File: src/rtl/core/assert_macros.svh
// assertion macros shared by the decoder modules
`ifndef ASSERT_MACROS_SVH
`define ASSERT_MACROS_SVH

`ifndef SYNTHESIS

// property must hold at every clock edge outside reset
`define HCBD_ASSERT(label, clk, rst, prop, msg) \
   label: assert property (@(posedge clk) disable iff (rst) (prop)) else $error(msg);

// expression must never be true outside reset
`define HCBD_NEVER(label, clk, rst, expr, msg) \
   label: assert property (@(posedge clk) disable iff (rst) !(expr)) else $error(msg);

`else

`define HCBD_ASSERT(label, clk, rst, prop, msg)
`define HCBD_NEVER(label, clk, rst, expr, msg)

`endif

`endif

File: src/rtl/core/hcbd_pkg.sv
// shared types and constants of the chunked body decoder
package hcbd_pkg;

   localparam int COUNT_BITS_DEF  = 32;
   localparam int QUEUE_DEPTH_DEF = 4;

   localparam logic KIND_DATA = 1'b0;
   localparam logic KIND_END  = 1'b1;

   localparam logic [7:0] CHAR_SPACE = 8'h20;
   localparam logic [7:0] CHAR_TAB   = 8'h09;
   localparam logic [7:0] CHAR_PLUS  = 8'h2b;
   localparam logic [7:0] CHAR_LF    = 8'h0a;
   localparam logic [7:0] CHAR_ZERO  = 8'h30;
   localparam logic [7:0] CHAR_NINE  = 8'h39;
   localparam logic [7:0] CHAR_LA    = 8'h61;
   localparam logic [7:0] CHAR_LF_HEX = 8'h66;
   localparam logic [7:0] CHAR_UA    = 8'h41;
   localparam logic [7:0] CHAR_UF    = 8'h46;

   typedef struct packed {
      logic       has_data;
      logic [7:0] data;
      logic       has_end;
   } hcbd_entry_type;

endpackage

File: src/rtl/core/hcbd_front.sv
// front end: size line parser and chunk byte counter
`include "assert_macros.svh"

module hcbd_front
   import hcbd_pkg::*;
#(
   parameter int COUNT_BITS = COUNT_BITS_DEF
) (
   input  logic           clock,
   input  logic           reset,
   input  logic           req_valid,
   output logic           req_stall,
   input  logic [7:0]     req_body_byte,
   input  logic           req_body_end,
   input  logic           q_full,
   output logic           push_valid,
   output hcbd_entry_type push_entry
);

   typedef enum logic [2:0] {
      PH_LEAD,
      PH_DIGITS,
      PH_REST,
      PH_DATA,
      PH_TRAIL1,
      PH_TRAIL2,
      PH_DONE
   } phase_type;

   phase_type             phase_ff, phase_in;
   logic [COUNT_BITS-1:0] size_accum_ff, size_accum_in;
   logic [COUNT_BITS-1:0] bytes_left_ff, bytes_left_in;
   logic                  accept;
   logic                  has_data;
   logic                  has_end;
   logic                  ended;
   logic [4:0]            hex;
   logic [COUNT_BITS-1:0] accum_digit;

   function automatic logic [4:0] hex_digit(input logic [7:0] c);
      logic [4:0] r;
      r = 5'd0;
      if (c >= CHAR_ZERO && c <= CHAR_NINE) begin
         r = {1'b1, 4'(c - CHAR_ZERO)};
      end else if (c >= CHAR_LA && c <= CHAR_LF_HEX) begin
         r = {1'b1, 4'(c - CHAR_LA + 8'd10)};
      end else if (c >= CHAR_UA && c <= CHAR_UF) begin
         r = {1'b1, 4'(c - CHAR_UA + 8'd10)};
      end
      return r;
   endfunction

   assign req_stall = q_full;
   assign accept    = req_valid && !q_full;
   assign hex       = hex_digit(req_body_byte);

   // saturate once the top nibble is in use
   assign accum_digit = (|size_accum_ff[COUNT_BITS-1:COUNT_BITS-4]) ?
                        {COUNT_BITS{1'b1}} :
                        {size_accum_ff[COUNT_BITS-5:0], hex[3:0]};

   always_comb begin
      phase_in      = phase_ff;
      size_accum_in = size_accum_ff;
      bytes_left_in = bytes_left_ff;
      has_data      = 1'b0;
      ended         = 1'b0;
      unique case (phase_ff)
         PH_LEAD, PH_DIGITS, PH_REST: begin
            if (req_body_byte == CHAR_LF) begin
               // end of size line
               if (size_accum_ff == '0) begin
                  ended = 1'b1;
               end else begin
                  bytes_left_in = size_accum_ff;
                  size_accum_in = '0;
                  phase_in      = PH_DATA;
               end
            end else if (phase_ff == PH_LEAD && (req_body_byte == CHAR_SPACE ||
                         req_body_byte == CHAR_TAB || req_body_byte == CHAR_PLUS)) begin
               phase_in = PH_LEAD;
            end else if (phase_ff != PH_REST && hex[4]) begin
               size_accum_in = accum_digit;
               phase_in      = PH_DIGITS;
            end else begin
               phase_in = PH_REST;
            end
         end
         PH_DATA: begin
            has_data      = 1'b1;
            bytes_left_in = bytes_left_ff - COUNT_BITS'(1);
            if (bytes_left_ff == COUNT_BITS'(1)) begin
               phase_in = PH_TRAIL1;
            end
         end
         PH_TRAIL1: begin
            phase_in = PH_TRAIL2;
         end
         PH_TRAIL2: begin
            phase_in      = PH_LEAD;
            size_accum_in = '0;
         end
         default: begin
            phase_in = PH_DONE;
         end
      endcase
      has_end = (phase_ff != PH_DONE) && (ended || req_body_end);
      if (has_end) begin
         phase_in = PH_DONE;
      end
   end

   assign push_valid          = accept && (has_data || has_end);
   assign push_entry.has_data = has_data;
   assign push_entry.data     = req_body_byte;
   assign push_entry.has_end  = has_end;

   always_ff @(posedge clock) begin
      if (reset) begin
         phase_ff      <= PH_LEAD;
         size_accum_ff <= '0;
         bytes_left_ff <= '0;
      end else if (accept) begin
         phase_ff      <= phase_in;
         size_accum_ff <= size_accum_in;
         bytes_left_ff <= bytes_left_in;
      end
   end

   `HCBD_ASSERT(a_done_sticks, clock, reset, (phase_ff == PH_DONE) |=> (phase_ff == PH_DONE), "decoder left done phase")
   `HCBD_ASSERT(a_end_to_done, clock, reset, (push_valid && push_entry.has_end) |=> (phase_ff == PH_DONE), "end marker without done phase")

endmodule

File: src/rtl/core/hcbd_queue.sv
// short queue of decoded entries between front and back
`include "assert_macros.svh"

module hcbd_queue
   import hcbd_pkg::*;
#(
   parameter int DEPTH = QUEUE_DEPTH_DEF
) (
   input  logic           clock,
   input  logic           reset,
   input  logic           push_valid,
   input  hcbd_entry_type push_entry,
   output logic           q_full,
   input  logic           pop,
   output logic           q_valid,
   output hcbd_entry_type q_entry
);

   localparam int PTR_BITS = (DEPTH > 1) ? $clog2(DEPTH) : 1;
   localparam int CNT_BITS = $clog2(DEPTH + 1);

   hcbd_entry_type         slots_ff [DEPTH];
   logic [PTR_BITS-1:0]    wr_ptr_ff, rd_ptr_ff;
   logic [CNT_BITS-1:0]    count_ff;
   logic                   do_pop;

   assign q_full  = (count_ff == CNT_BITS'(DEPTH));
   assign q_valid = (count_ff != '0);
   assign q_entry = slots_ff[rd_ptr_ff];
   assign do_pop  = pop && q_valid;

   always_ff @(posedge clock) begin
      if (push_valid) begin
         slots_ff[wr_ptr_ff] <= push_entry;
      end
   end

   always_ff @(posedge clock) begin
      if (reset) begin
         wr_ptr_ff <= '0;
         rd_ptr_ff <= '0;
         count_ff  <= '0;
      end else begin
         if (push_valid) begin
            wr_ptr_ff <= (wr_ptr_ff == PTR_BITS'(DEPTH - 1)) ? '0 : wr_ptr_ff + PTR_BITS'(1);
         end
         if (do_pop) begin
            rd_ptr_ff <= (rd_ptr_ff == PTR_BITS'(DEPTH - 1)) ? '0 : rd_ptr_ff + PTR_BITS'(1);
         end
         if (push_valid && !do_pop) begin
            count_ff <= count_ff + CNT_BITS'(1);
         end else if (!push_valid && do_pop) begin
            count_ff <= count_ff - CNT_BITS'(1);
         end
      end
   end

   `HCBD_NEVER(a_no_overflow, clock, reset, push_valid && q_full, "push into full queue")
   `HCBD_NEVER(a_count_range, clock, reset, count_ff > CNT_BITS'(DEPTH), "queue count out of range")

endmodule

File: src/rtl/core/hcbd_back.sv
// back end: expands queued entries into result transactions
`include "assert_macros.svh"

module hcbd_back
   import hcbd_pkg::*;
(
   input  logic           clock,
   input  logic           reset,
   input  logic           q_valid,
   input  hcbd_entry_type q_entry,
   output logic           pop,
   output logic           rsp_valid,
   input  logic           rsp_stall,
   output logic           rsp_kind,
   output logic [7:0]     rsp_payload_byte
);

   logic       rsp_valid_ff;
   logic       rsp_kind_ff, rsp_kind_in;
   logic [7:0] rsp_payload_byte_ff, rsp_payload_byte_in;
   logic       pend_end_ff;
   logic       out_free;

   assign out_free = !rsp_valid_ff || !rsp_stall;
   assign pop      = out_free && !pend_end_ff && q_valid;

   always_comb begin
      if (!pend_end_ff && q_entry.has_data) begin
         rsp_kind_in         = KIND_DATA;
         rsp_payload_byte_in = q_entry.data;
      end else begin
         rsp_kind_in         = KIND_END;
         rsp_payload_byte_in = 8'd0;
      end
   end

   always_ff @(posedge clock) begin
      if (reset) begin
         rsp_valid_ff <= 1'b0;
         pend_end_ff  <= 1'b0;
      end else if (out_free) begin
         if (pend_end_ff) begin
            rsp_valid_ff <= 1'b1;
            pend_end_ff  <= 1'b0;
         end else if (q_valid) begin
            rsp_valid_ff <= 1'b1;
            pend_end_ff  <= q_entry.has_data && q_entry.has_end;
         end else begin
            rsp_valid_ff <= 1'b0;
         end
      end
   end

   always_ff @(posedge clock) begin
      if (out_free && (pend_end_ff || q_valid)) begin
         rsp_kind_ff         <= rsp_kind_in;
         rsp_payload_byte_ff <= rsp_payload_byte_in;
      end
   end

   assign rsp_valid        = rsp_valid_ff;
   assign rsp_kind         = rsp_kind_ff;
   assign rsp_payload_byte = rsp_payload_byte_ff;

   `HCBD_ASSERT(a_pend_after_data, clock, reset, pend_end_ff |-> (rsp_valid_ff && rsp_kind_ff == KIND_DATA), "pending end without data transaction")

endmodule

File: src/rtl/core/http_chunked_body_decoder.sv
// top level of the chunked transfer body decoder
// usage:
//   req_ channel takes one body byte per transaction, req_body_end flags the last one
//   rsp_ channel gives decoded payload bytes (rsp_kind 0) and one end marker (rsp_kind 1)
//   a transaction completes on a clock edge with valid high and stall low
// timing:
//   one input byte per cycle sustained while the queue is not full; a byte that yields a result
//   reaches rsp_ through the entry queue and then the output register
//   a byte that yields both a payload byte and the end marker holds the output for the
//   payload byte and then the end marker; the queue of QUEUE_DEPTH entries absorbs this
//   and short output stalls; req_stall rises only when the queue is full
// reset:
//   synchronous, clears parser state, the queue and the output valid flag; the decoder
//   then waits for the first size line
// after the end marker all further input bytes are accepted and dropped
module http_chunked_body_decoder
   import hcbd_pkg::*;
#(
   parameter int COUNT_BITS  = COUNT_BITS_DEF,
   parameter int QUEUE_DEPTH = QUEUE_DEPTH_DEF
) (
   input  logic       clock,
   input  logic       reset,
   input  logic       req_valid,
   output logic       req_stall,
   input  logic [7:0] req_body_byte,
   input  logic       req_body_end,
   output logic       rsp_valid,
   input  logic       rsp_stall,
   output logic       rsp_kind,
   output logic [7:0] rsp_payload_byte
);

   logic           push_valid;
   hcbd_entry_type push_entry;
   logic           q_full;
   logic           q_valid;
   hcbd_entry_type q_entry;
   logic           pop;

   hcbd_front #(
      .COUNT_BITS(COUNT_BITS)
   ) u_front (
      .clock         (clock),
      .reset         (reset),
      .req_valid     (req_valid),
      .req_stall     (req_stall),
      .req_body_byte (req_body_byte),
      .req_body_end  (req_body_end),
      .q_full        (q_full),
      .push_valid    (push_valid),
      .push_entry    (push_entry)
   );

   hcbd_queue #(
      .DEPTH(QUEUE_DEPTH)
   ) u_queue (
      .clock      (clock),
      .reset      (reset),
      .push_valid (push_valid),
      .push_entry (push_entry),
      .q_full     (q_full),
      .pop        (pop),
      .q_valid    (q_valid),
      .q_entry    (q_entry)
   );

   hcbd_back u_back (
      .clock            (clock),
      .reset            (reset),
      .q_valid          (q_valid),
      .q_entry          (q_entry),
      .pop              (pop),
      .rsp_valid        (rsp_valid),
      .rsp_stall        (rsp_stall),
      .rsp_kind         (rsp_kind),
      .rsp_payload_byte (rsp_payload_byte)
   );

endmodule
File: config.mk
export PLATFORM = sky130hd
export DESIGN_NAME = http_chunked_body_decoder
export DESIGN_NICKNAME = d
export VERILOG_FILES = /design/src/rtl/core/hcbd_pkg.sv /design/src/rtl/core/hcbd_front.sv /design/src/rtl/core/hcbd_queue.sv /design/src/rtl/core/hcbd_back.sv /design/src/rtl/core/http_chunked_body_decoder.sv
export VERILOG_INCLUDE_DIRS = /design/src /design/src/rtl/core
export SDC_FILE = /design/constraint.sdc
export NUM_CORES = 1
export LEC_CHECK = 0
export BUFFER_PORTS_ARGS = -buffer_cell sky130_fd_sc_hd__buf_2
export CAP_MARGIN = 20
export CORE_AREA = 3 3 143 104
export DETAILED_ROUTE_END_ITERATION = 16
export DIE_AREA = 0 0 146 107
export GPL_ROUTABILITY_DRIVEN = 0
export SLEW_MARGIN = 20
export SYNTH_ARGS = -nofsm -noshare
export SYNTH_HDL_FRONTEND = slang
export SYNTH_SLANG_ARGS = --single-unit
File: constraint.sdc
create_clock -name clock -period 6.07 [get_ports clock]
set_clock_uncertainty 0.15 [all_clocks]
set_input_delay 0.3035 -clock clock [delete_from_list [all_inputs] [get_ports clock]]
set_output_delay 0.3035 -clock clock [all_outputs]
set_load 0.01 [all_outputs]
# Word-level counts from Yosys, hierarchy flattened
# Memories as Yosys holds them, arrays and structs flattened. A register that Yosys moved wholly into a read port is not among the register bits.
# Cells that the tools add are included.
dict set report totals {
  mem_bits_rw 40
  output_inout_bits 11
  regBits 85
  n_memories 1
  word_cells 124
  input_bits 13
}
dict set report classes {
  n_reduce_logical 39
  muxes 36
  order_cmp 6
  eq_ne 22
  add_sub_neg 10
}
# memory words word_bits rd rd_clocked_by_memory_dff wr line_no
set memory_table {}
lappend memory_table {u_queue.slots_ff 4 10 1 1 1 hcbd_queue.sv:22} ;# hcbd_entry_type slots_ff [DEPTH];
# op count
set op_table {}
lappend op_table {{$mux W32} 7}
lappend op_table {{$pmux W32 S2} 2}
lappend op_table {{$eq A32 B1 Y1 const B} 1}
lappend op_table {{$logic_not A32 Y1} 1}
lappend op_table {{$sub A32 B1 Y32 const B} 1}
lappend op_table {{$mux W3} 7}
lappend op_table {{$eq A8 B4 Y1 const B} 2}
lappend op_table {{$eq A8 B6 Y1 const B} 2}
lappend op_table {{$ge A8 B7 Y1 const B} 2}
lappend op_table {{$le A8 B7 Y1 const B} 2}
lappend op_table {{$logic_and A1 B1 Y1} 16}
lappend op_table {{$mux W5} 3}
lappend op_table {{$pmux W3 S4} 1}
lappend op_table {{$sub A4 B1 Y4 const B} 3}
lappend op_table {{$mux W1} 11}
lappend op_table {{$mux W2} 5}
lappend op_table {{$eq A3 B3 Y1 const B} 3}
lappend op_table {{$add A4 B4 Y4 const B} 2}
lappend op_table {{$ge A8 B6 Y1 const B} 1}
lappend op_table {{$le A8 B6 Y1 const B} 1}
lappend op_table {{$eq A3 B2 Y1 const B} 2}
lappend op_table {{$logic_not A1 Y1} 6}
lappend op_table {{$logic_or A1 B1 Y1} 6}
lappend op_table {{$ne A3 B1 Y1 const B} 2}
lappend op_table {{18 further kinds} 24}

# Longest topological paths before layout
# Gate-level depths: netlist of run 1.
dict set report depth {
  word_depth 12
  depth_mapped 12
  ltp_nobuf 12
}

# Modules after synthesis
# A second synthesis of run 1 with hierarchy kept.
dict set report hier_totals {
  hier_cells 688
  hier_area_um2 6776.5
}
# module area_each_um2 seq_area_each_um2 cells_each n_inst
set by_module_without_submodules {}
lappend by_module_without_submodules {hcbd_front 4418.0 1341.3 562 1}
lappend by_module_without_submodules {hcbd_queue 1913.1 1381.3 96 1}
lappend by_module_without_submodules {hcbd_back 445.4 310.3 30 1}

# Worst setup path before layout of run 1
# OpenSTA, ideal clock, no wires.
dict set report synth_timing {
  path_type {input -> register}
  start {input port req_body_byte[2]}
  end {register u_queue.count_ff[2]}
  arrival_time_ns 2.987
  cell_stages 10
  slack_ns 2.863
  required_time_ns 5.849
  n_path_buf 0
  path_cell_list {or4_1 > nor3_2 > a31oi_2 > a211oi_2 > ha_1 > inv_1 > fa_1 > xor2_1 > or3_1 > a21oi_1}
}
dict set report synth_between {
  elab_chain_cells 10
}
# item line_no
set synth_lines {}
lappend synth_lines {{from (decl)} http_chunked_body_decoder.sv:26} ;# input logic [7:0] req_body_byte,
lappend synth_lines {{$eq A8 B4 Y1 (*)} hcbd_front.sv:70} ;# if (req_body_byte == CHAR_LF) begin
lappend synth_lines {{$mux W1 (*)} hcbd_front.sv:70}
lappend synth_lines {{$mux W1 (*)} hcbd_front.sv:68} ;# unique case (phase_ff)
lappend synth_lines {{$logic_or A1 B1 Y1 (*)} hcbd_front.sv:107} ;# has_end = (phase_ff != PH_DONE) && (ended || req_body_end);
lappend synth_lines {{$logic_and A1 B1 Y1 (*)} hcbd_front.sv:107}
lappend synth_lines {{$logic_or A1 B1 Y1 (*)} hcbd_front.sv:113} ;# assign push_valid = accept && (has_data || has_end);
lappend synth_lines {{$logic_and A1 B1 Y1 (*)} hcbd_front.sv:113}
lappend synth_lines {{net push_valid} http_chunked_body_decoder.sv:34} ;# logic push_valid;
lappend synth_lines {{$logic_not A1 Y1} hcbd_queue.sv:52} ;# end else if (!push_valid && do_pop) begin
lappend synth_lines {{$logic_and A1 B1 Y1} hcbd_queue.sv:52}
lappend synth_lines {{$reduce_bool A2 Y1 (no source line)} --}
lappend synth_lines {{to (signal assigned)} hcbd_queue.sv:51} ;# count_ff <= count_ff + CNT_BITS'(1);
lappend synth_lines {{to (signal assigned)} hcbd_queue.sv:53} ;# count_ff <= count_ff - CNT_BITS'(1);
lappend synth_lines {{to (decl)} hcbd_queue.sv:24} ;# logic [CNT_BITS-1:0] count_ff;
# The timed path passes the listed nets; every way through them passes the cells marked *.
# A chain may end at the register's enable or synchronous reset.

# Worst setup path in the final report of run 1
dict set report layout_timing {
  start {register u_front.size_accum_ff[31]}
  end {register u_queue.count_ff[2]}
}
dict set report layout_between {
  elab_chain_cells 11
}
# item line_no
set layout_lines {}
lappend layout_lines {{from (decl)} hcbd_front.sv:31} ;# logic [COUNT_BITS-1:0] size_accum_ff, size_accum_in;
lappend layout_lines {{from (signal assigned)} hcbd_front.sv:125} ;# size_accum_ff <= size_accum_in;
lappend layout_lines {{$logic_not A32 Y1 (*)} hcbd_front.sv:72} ;# if (size_accum_ff == '0) begin
lappend layout_lines {{$mux W1 (*)} hcbd_front.sv:72}
lappend layout_lines {{$mux W1 (*)} hcbd_front.sv:70}
lappend layout_lines {{$mux W1 (*)} hcbd_front.sv:68}
lappend layout_lines {{$logic_or A1 B1 Y1 (*)} hcbd_front.sv:107}
lappend layout_lines {{$logic_and A1 B1 Y1 (*)} hcbd_front.sv:107}
lappend layout_lines {{$logic_or A1 B1 Y1 (*)} hcbd_front.sv:113}
lappend layout_lines {{$logic_and A1 B1 Y1 (*)} hcbd_front.sv:113}
lappend layout_lines {{net push_valid} http_chunked_body_decoder.sv:34}
lappend layout_lines {{$logic_not A1 Y1} hcbd_queue.sv:52}
lappend layout_lines {{$logic_and A1 B1 Y1} hcbd_queue.sv:52}
lappend layout_lines {{$reduce_bool A2 Y1 (no source line)} --}
# Marked as above.

==> flow_summary.json, run 1 <==
{
  "status": "complete, no violations",
  "busiest_layer": "met1",
  "cts.sinks": 127,
  "startpoint_type": "flop",
  "firstDrtPassIters": 5,
  "wire_per_inst_um": 17.3,
  "switchingPower_mw": 0.630,
  "ant_nets": 0,
  "wirelength_um": 14300,
  "async_flop_share": 0,
  "p_per_area_nw_per_um2": 348,
  "switching_share": 0.263,
  "synth_flop_cell": "dfxtp_1",
  "drc_errors": 0,
  "combPwrFrac": 0.140,
  "syn-num-nets": 641,
  "clock_latency_ps": 420,
  "maxSlewHeadroom": 0.316,
  "pwr-share-clk": 0.428,
  "finalMaxSlewViolations": 0,
  "dp_hpwl_um": 9450,
  "fmax_mhz": 243,
  "fin_nets": 652,
  "grt_use_met2": 0.278,
  "rsz0062_at_grt": "false",
  "num_rows": 36,
  "worstSetupPathType": "flop to flop",
  "seqPwrFrac": 0.432,
  "drt_first_iter_violations": 399,
  "ir_worst_vdd_mv": 0.201,
  "leakagePower_nw": 2.37,
  "worstPathMaxFanout": 31,
  "cts_tree": "done",
  "hold_viol_final": 0,
  "cts_root_buf": "clkbuf_16",
  "yosys_warnings": 0,
  "cts.path.max_buffers": 2,
  "cp.required_ps": 6250,
  "grt_pass1_vias": 4591,
  "die_x_um": 146,
  "drive_gt1_frac": 0.139,
  "dp_cells": 794,
  "area_growth_pct": 13.9,
  "cts.clk_slew.worst_paths_ps": 60,
  "layout_min_cycle_time_ps": 4120,
  "tns_ps": 0,
  "grt_use_met3": 0.0351,
  "cts_made_buffers": 17,
  "finalSetupViolCount": 0,
  "grt.overflow.total": 0,
  "core_sq_um": 13600,
  "die_h_um": 107,
  "detail_route.vias_per_cell": 5.78,
  "intPower_mw": 1.77,
  "grt_max_degree": 80,
  "h-tree-depth": 4,
  "rrSetupSlack_ps": 1950,
  "io_buffers": 23,
  "dieArea_sq_um": 15600,
  "tightest_slew_ps": 1030,
  "use_met1": 0.289,
  "synth-edff-count": 49,
  "cp_data_arrival_time_ps": 4300,
  "netlist_area_sq_um": 6060,
  "diodes": 0,
  "fin_crit_sh": 0.678,
  "pin_count": 24,
  "postSynthAreaPerCell_sq_um": 9.85,
  "grt_first_pass_wirelength_um": 24100,
  "ys_seq_elements": 127,
  "netlist_instances": 615,
  "cts_resized": 0,
  "synthDistinctLibCells": 65,
  "antenna_found_initial": 0,
  "ys_seq_area_frac": 0.501,
  "grtUsageTotal": 0.193,
  "instances_no_fill": 829,
  "hold_class": "primary input to flop",
  "endpoint_kind": "flop",
  "vias": 4791,
  "initial_core_util": 0.444,
  "max-cap-violations": 0
}
power by group through the flow:
| stage | clock network [mW] | registers, mW | logic [mW] |
|---|---|---|---|
| CTS | 1.04 | 1.04 | 0.344 |
| global placement | 0 | 1.05 | 0.332 |
| global route | 1.08 | 1.05 | 0.382 |
| detailed placement | 0 | 1.06 | 0.341 |
| floorplan | 0 | 1.04 | 0.246 |
| finish | 1.03 | 1.04 | 0.336 |
metal layers:
metal  up-vias  wire, um
li1       2308         -
met1      2374      7350
met2        98      6230
met3        11       645
met4         0       125
met5         -         0
layout by cell type, fill, tap and decap left out, drive strengths merged, types with 3 or more instances in the layout:
master and instances:
dfxtp 78, o31ai 10, a22o 4, bufinv 3, nor3 13, dlygate4sd3 3
nand3 10, clkbuf 17, or4 8, inv 19, a21o 3, o32ai 3
o21ai 36, or3 6, and2 7, a211oi 5, o21a 3, buf 26
mux4 10, edfxtp 49, clkinv 8, ha 12, clkinvlp 3, o2bb2ai 31
o41ai 6, nand2 68, nand4 3, nor2b 11, a21oi 57, a31oi 9
nand2b 5, nor4 15, mux2i 5, o211ai 3, and3 3, nor2 64
sequential cells by signal, indices dropped and copies added, names as in the netlist, named ones only:
register,count
u_back.rsp_payload_byte,8
u_front.bytes_left_ff,32
u_front.phase_ff,3
u_back.rsp_kind,1
u_front.size_accum_ff,32
u_queue.count_ff,3
u_back.pend_end_ff,1
u_back.rsp_valid,1
u_queue.wr_ptr_ff,2
u_queue.rd_ptr_ff,2
u_queue.slots_ff,40
worst paths after layout:
check / cells after the start / endpoint / from
setup / recovery: 10 / u_queue.count_ff[2]$_SDFFE_PP0P_ / u_front.size_accum_ff[31]$_SDFFE_PP0P_
hold / removal: 3 / u_back.rsp_valid$_SDFFE_PP0N_ / rsp_stall
setup reg to reg: 10 / u_queue.count_ff[2]$_SDFFE_PP0P_ / u_front.size_accum_ff[31]$_SDFFE_PP0P_
hold reg to reg: 2 / u_front.bytes_left_ff[12]$_SDFFE_PP0P_ / u_front.bytes_left_ff[12]$_SDFFE_PP0P_
metrics by stage:
| stage | instance area (sq um) | worst slack (ps) | power [mW] | hold WS, ps | util |
|---|---|---|---|---|---|
| 3_5_place_dp | 6270 | 2000 | 1.40 | 317 | 0.459 |
| 4_1_cts | 6900 | 1950 | 2.42 | 2.83 | 0.505 |
| 5_1_grt | 6900 | 1600 | 2.51 | 39.3 | 0.506 |
| 3_3_place_gp | 6270 | 2110 | 1.38 | 313 | 0.459 |
| 2_1_floorplan | 6060 | 2860 | 1.28 | 252 | - |
| 6_report | 6900 | 1950 | 2.40 | 13.7 | 0.506 |
cell usage after synthesis (all sizes together), types with 6 or more instances:
cell,count,share of area
nand3,10,0.0083
mux4,10,0.037
o31ai,10,0.012
o21ai,36,0.030
nand2,68,0.042
a31oi,9,0.010
nor2b,11,0.011
nor4,15,0.018
nor2,64,0.040
or3,6,0.0070
or4,8,0.011
and2,7,0.0072
a21oi,57,0.047
nor3,13,0.013
o41ai,6,0.0087
inv,18,0.011
o2bb2ai,31,0.045
edfxtp,49,0.24
clkbuf,31,0.021
ha,12,0.025
dfxtp,78,0.26
timing repair:
item                                   in CTS  in global routing
buffers inserted                            0                  0
endpoints found under the hold margin      12                  0
hold buffers                                3                  0
cells by family after synthesis:
family | synth area share
fa+ha+maj | 0.0281
buf+inv | 0.0388
xor+xnor | 0.00289
flops | 0.501
compound gates | 0.200
simple gates | 0.182
mux | 0.0473
final cells by class:
| type | count | area, sq um |
|---|---|---|
| Inverter | 18 | 67.6 |
| Sequential cell | 127 | 3030 |
| Clock buffer | 17 | 425 |
| Fill cell | 1242 | 6750 |
| Timing Repair Buffer | 29 | 168 |
| Tap cell | 190 | 238 |
| Clock inverter | 15 | 170 |
| Multi-Input combinational cell | 433 | 2800 |
worst max-delay path, cell delays in order (launching register included):
cell and delay [ps]:
dfxtp_1 320, or4_1 990, nor2_1 540, a31oi_2 240
a211oi_2 510, ha_1 260, inv_1 60, fa_1 370
xor2_1 160, or3_1 310, a21oi_1 140
No activity file was read; power rests on OpenSTA's default activity.
==> run 2: changes to the inputs <==
==> constraint.sdc (replaced) <==
create_clock -name clock -period 4.25 [get_ports clock]
set_clock_uncertainty 0.15 [all_clocks]
set_input_delay 0.2125 -clock clock [delete_from_list [all_inputs] [get_ports clock]]
set_output_delay 0.2125 -clock clock [all_outputs]
set_load 0.01 [all_outputs]
==> flow_summary.json, run 2 (synthesis results as in run 1) <==
{
  "cts.clk_slew.worst_paths_ps": 60,
  "cts_made_buffers": 17,
  "tns_ps": 0,
  "core_sq_um": 13600,
  "ctsHoldBuffers": 8,
  "final_area_sq_um": 7010,
  "grtUsageTotal": 0.202,
  "initial_core_util": 0.444,
  "finalCoreUtilization": 0.513,
  "fmax_mhz": 265,
  "startpoint": "req_body_byte[2]",
  "worstPathMaxFanout": 11,
  "status": "complete, no violations",
  "hold_viol_final": 0,
  "p_per_area_nw_per_um2": 504,
  "cp.required_ps": 4440,
  "fin_crit_sh": 0.887,
  "mostFrequentLayoutCells": "dfxtp_1, nand2_1, nor2_1, a21oi_1, edfxtp_1",
  "grt_pass1_vias": 4627,
  "largest_reg_flops": 40,
  "drive_gt1_frac": 0.144,
  "num_rows": 36,
  "finalMaxSlewViolations": 0,
  "area_growth_pct": 15.7,
  "hold_class": "primary input to flop",
  "cts_root_buf": "clkbuf_16",
  "leakagePower_nw": 2.42,
  "die_h_um": 107,
  "reg2reg_depth": 11,
  "reg_top3": "u_queue.slots_ff (40), u_front.bytes_left_ff (32), u_front.size_accum_ff (32)",
  "final_common_cell": "dfxtp_1",
  "dp_hpwl_um": 9820,
  "wirelength_um": 15100,
  "grt_max_degree": 80,
  "fin_nets": 660,
  "cts_tree": "done",
  "max-cap-violations": 0,
  "cp_data_arrival_time_ps": 3960,
  "rr_startpoint": "u_front.size_accum_ff[17]$_SDFFE_PP0P_",
  "endpoint_kind": "flop",
  "worstSetupPathType": "primary input to flop",
  "firstDrtPassIters": 5,
  "pin_count": 24,
  "startpoint_type": "primary input",
  "layout_min_cycle_time_ps": 3770,
  "rsz0062_at_grt": "false",
  "h-tree-depth": 4,
  "cts_resized": 0,
  "tightest_slew_ps": 787,
  "drt_first_iter_violations": 445,
  "grt.overflow.total": 0,
  "dieArea_sq_um": 15600,
  "ant_nets": 0,
  "wire_per_inst_um": 18.0,
  "clock_latency_ps": 410,
  "critical_path.endpoint": "u_queue.count_ff[2]$_SDFFE_PP0P_",
  "setup_slack_ps": 480,
  "vias": 4883,
  "grt_first_pass_wirelength_um": 25000,
  "io_buffers": 23,
  "fillers": 1251,
  "report.power.total_mw": 3.53,
  "post-cts-setup-buffer-count": 0,
  "place_ws_ps": 669,
  "antenna_found_initial": 0,
  "diodes": 0,
  "cts.sinks": 127,
  "placed_area_sq_um": 6290,
  "cts.path.max_buffers": 2,
  "die_x_um": 146,
  "maxSlewHeadroom": 0.475,
  "ir_worst_vdd_mv": 0.319,
  "finalSetupViolCount": 0,
  "regMostFlops": "u_queue.slots_ff",
  "detail_route.vias_per_cell": 5.83,
  "reg2reg_to": "u_queue.count_ff[2]$_SDFFE_PP0P_",
  "rrSetupSlack_ps": 600,
  "drc_errors": 0
}
-- run 2: worst min-delay path by stage --
stage               cells after the start  slack [ps]                                    from                                      to
global route                            1          30                        req_body_byte[5]        u_queue.slots_ff[2][6]$_DFFE_PP_
floorplan                               0         160                        req_body_byte[0]        u_queue.slots_ff[0][1]$_DFFE_PP_
detailed placement                      2         310  u_front.bytes_left_ff[12]$_SDFFE_PP0P_  u_front.bytes_left_ff[12]$_SDFFE_PP0P_
CTS                                     1          10                        req_body_byte[5]        u_queue.slots_ff[0][6]$_DFFE_PP_
finish                                  1          30                        req_body_byte[5]        u_queue.slots_ff[2][6]$_DFFE_PP_
global placement                        1         310                        req_body_byte[7]        u_queue.slots_ff[2][8]$_DFFE_PP_
-- run 2: metal layers --
metal	wire length, um	global-route usage	vias to the layer above
met4	139	0.0732	0
met3	710	0.0325	16
li1	-	-	2326
met1	7830	0.319	2390
met5	0	0	-
met2	6370	0.274	151
-- run 2: stage by stage --
stage / cells / hold WS [ps]
2_1_floorplan: 615 / 161
3_3_place_gp: 797 / 306
3_5_place_dp: 797 / 313
4_1_cts: 837 / 10.4
5_1_grt: 837 / 27.0
6_report: 837 / 28.7
-- run 2: power by group --
group | switching (mW) | internal [mW]
clock | 0.553 | 0.997
sequential | 0.0917 | 1.39
combinational | 0.275 | 0.221
-- run 2: final cells by class --
class                   count  area (sq um)  share of cell area
flip-flops and latches    127          3030               0.433
multi-input cells         433          2800               0.400
clock buffers              18           439              0.0627
repair buffers             37           240              0.0343
well taps                 190           238              0.0339
clock inverters            14           188              0.0268
inverters                  18          67.6             0.00964
-- run 2: critical path, cell delays in order --
cell and delay (ps):
dlygate4sd3_1 530, buf_2 180, or4_1 600, nor3_2 340
a31oi_2 230, a211oi_2 510, ha_1 270, inv_1 60
fa_1 380, xor2_1 170, or3_1 310, a21oi_1 140
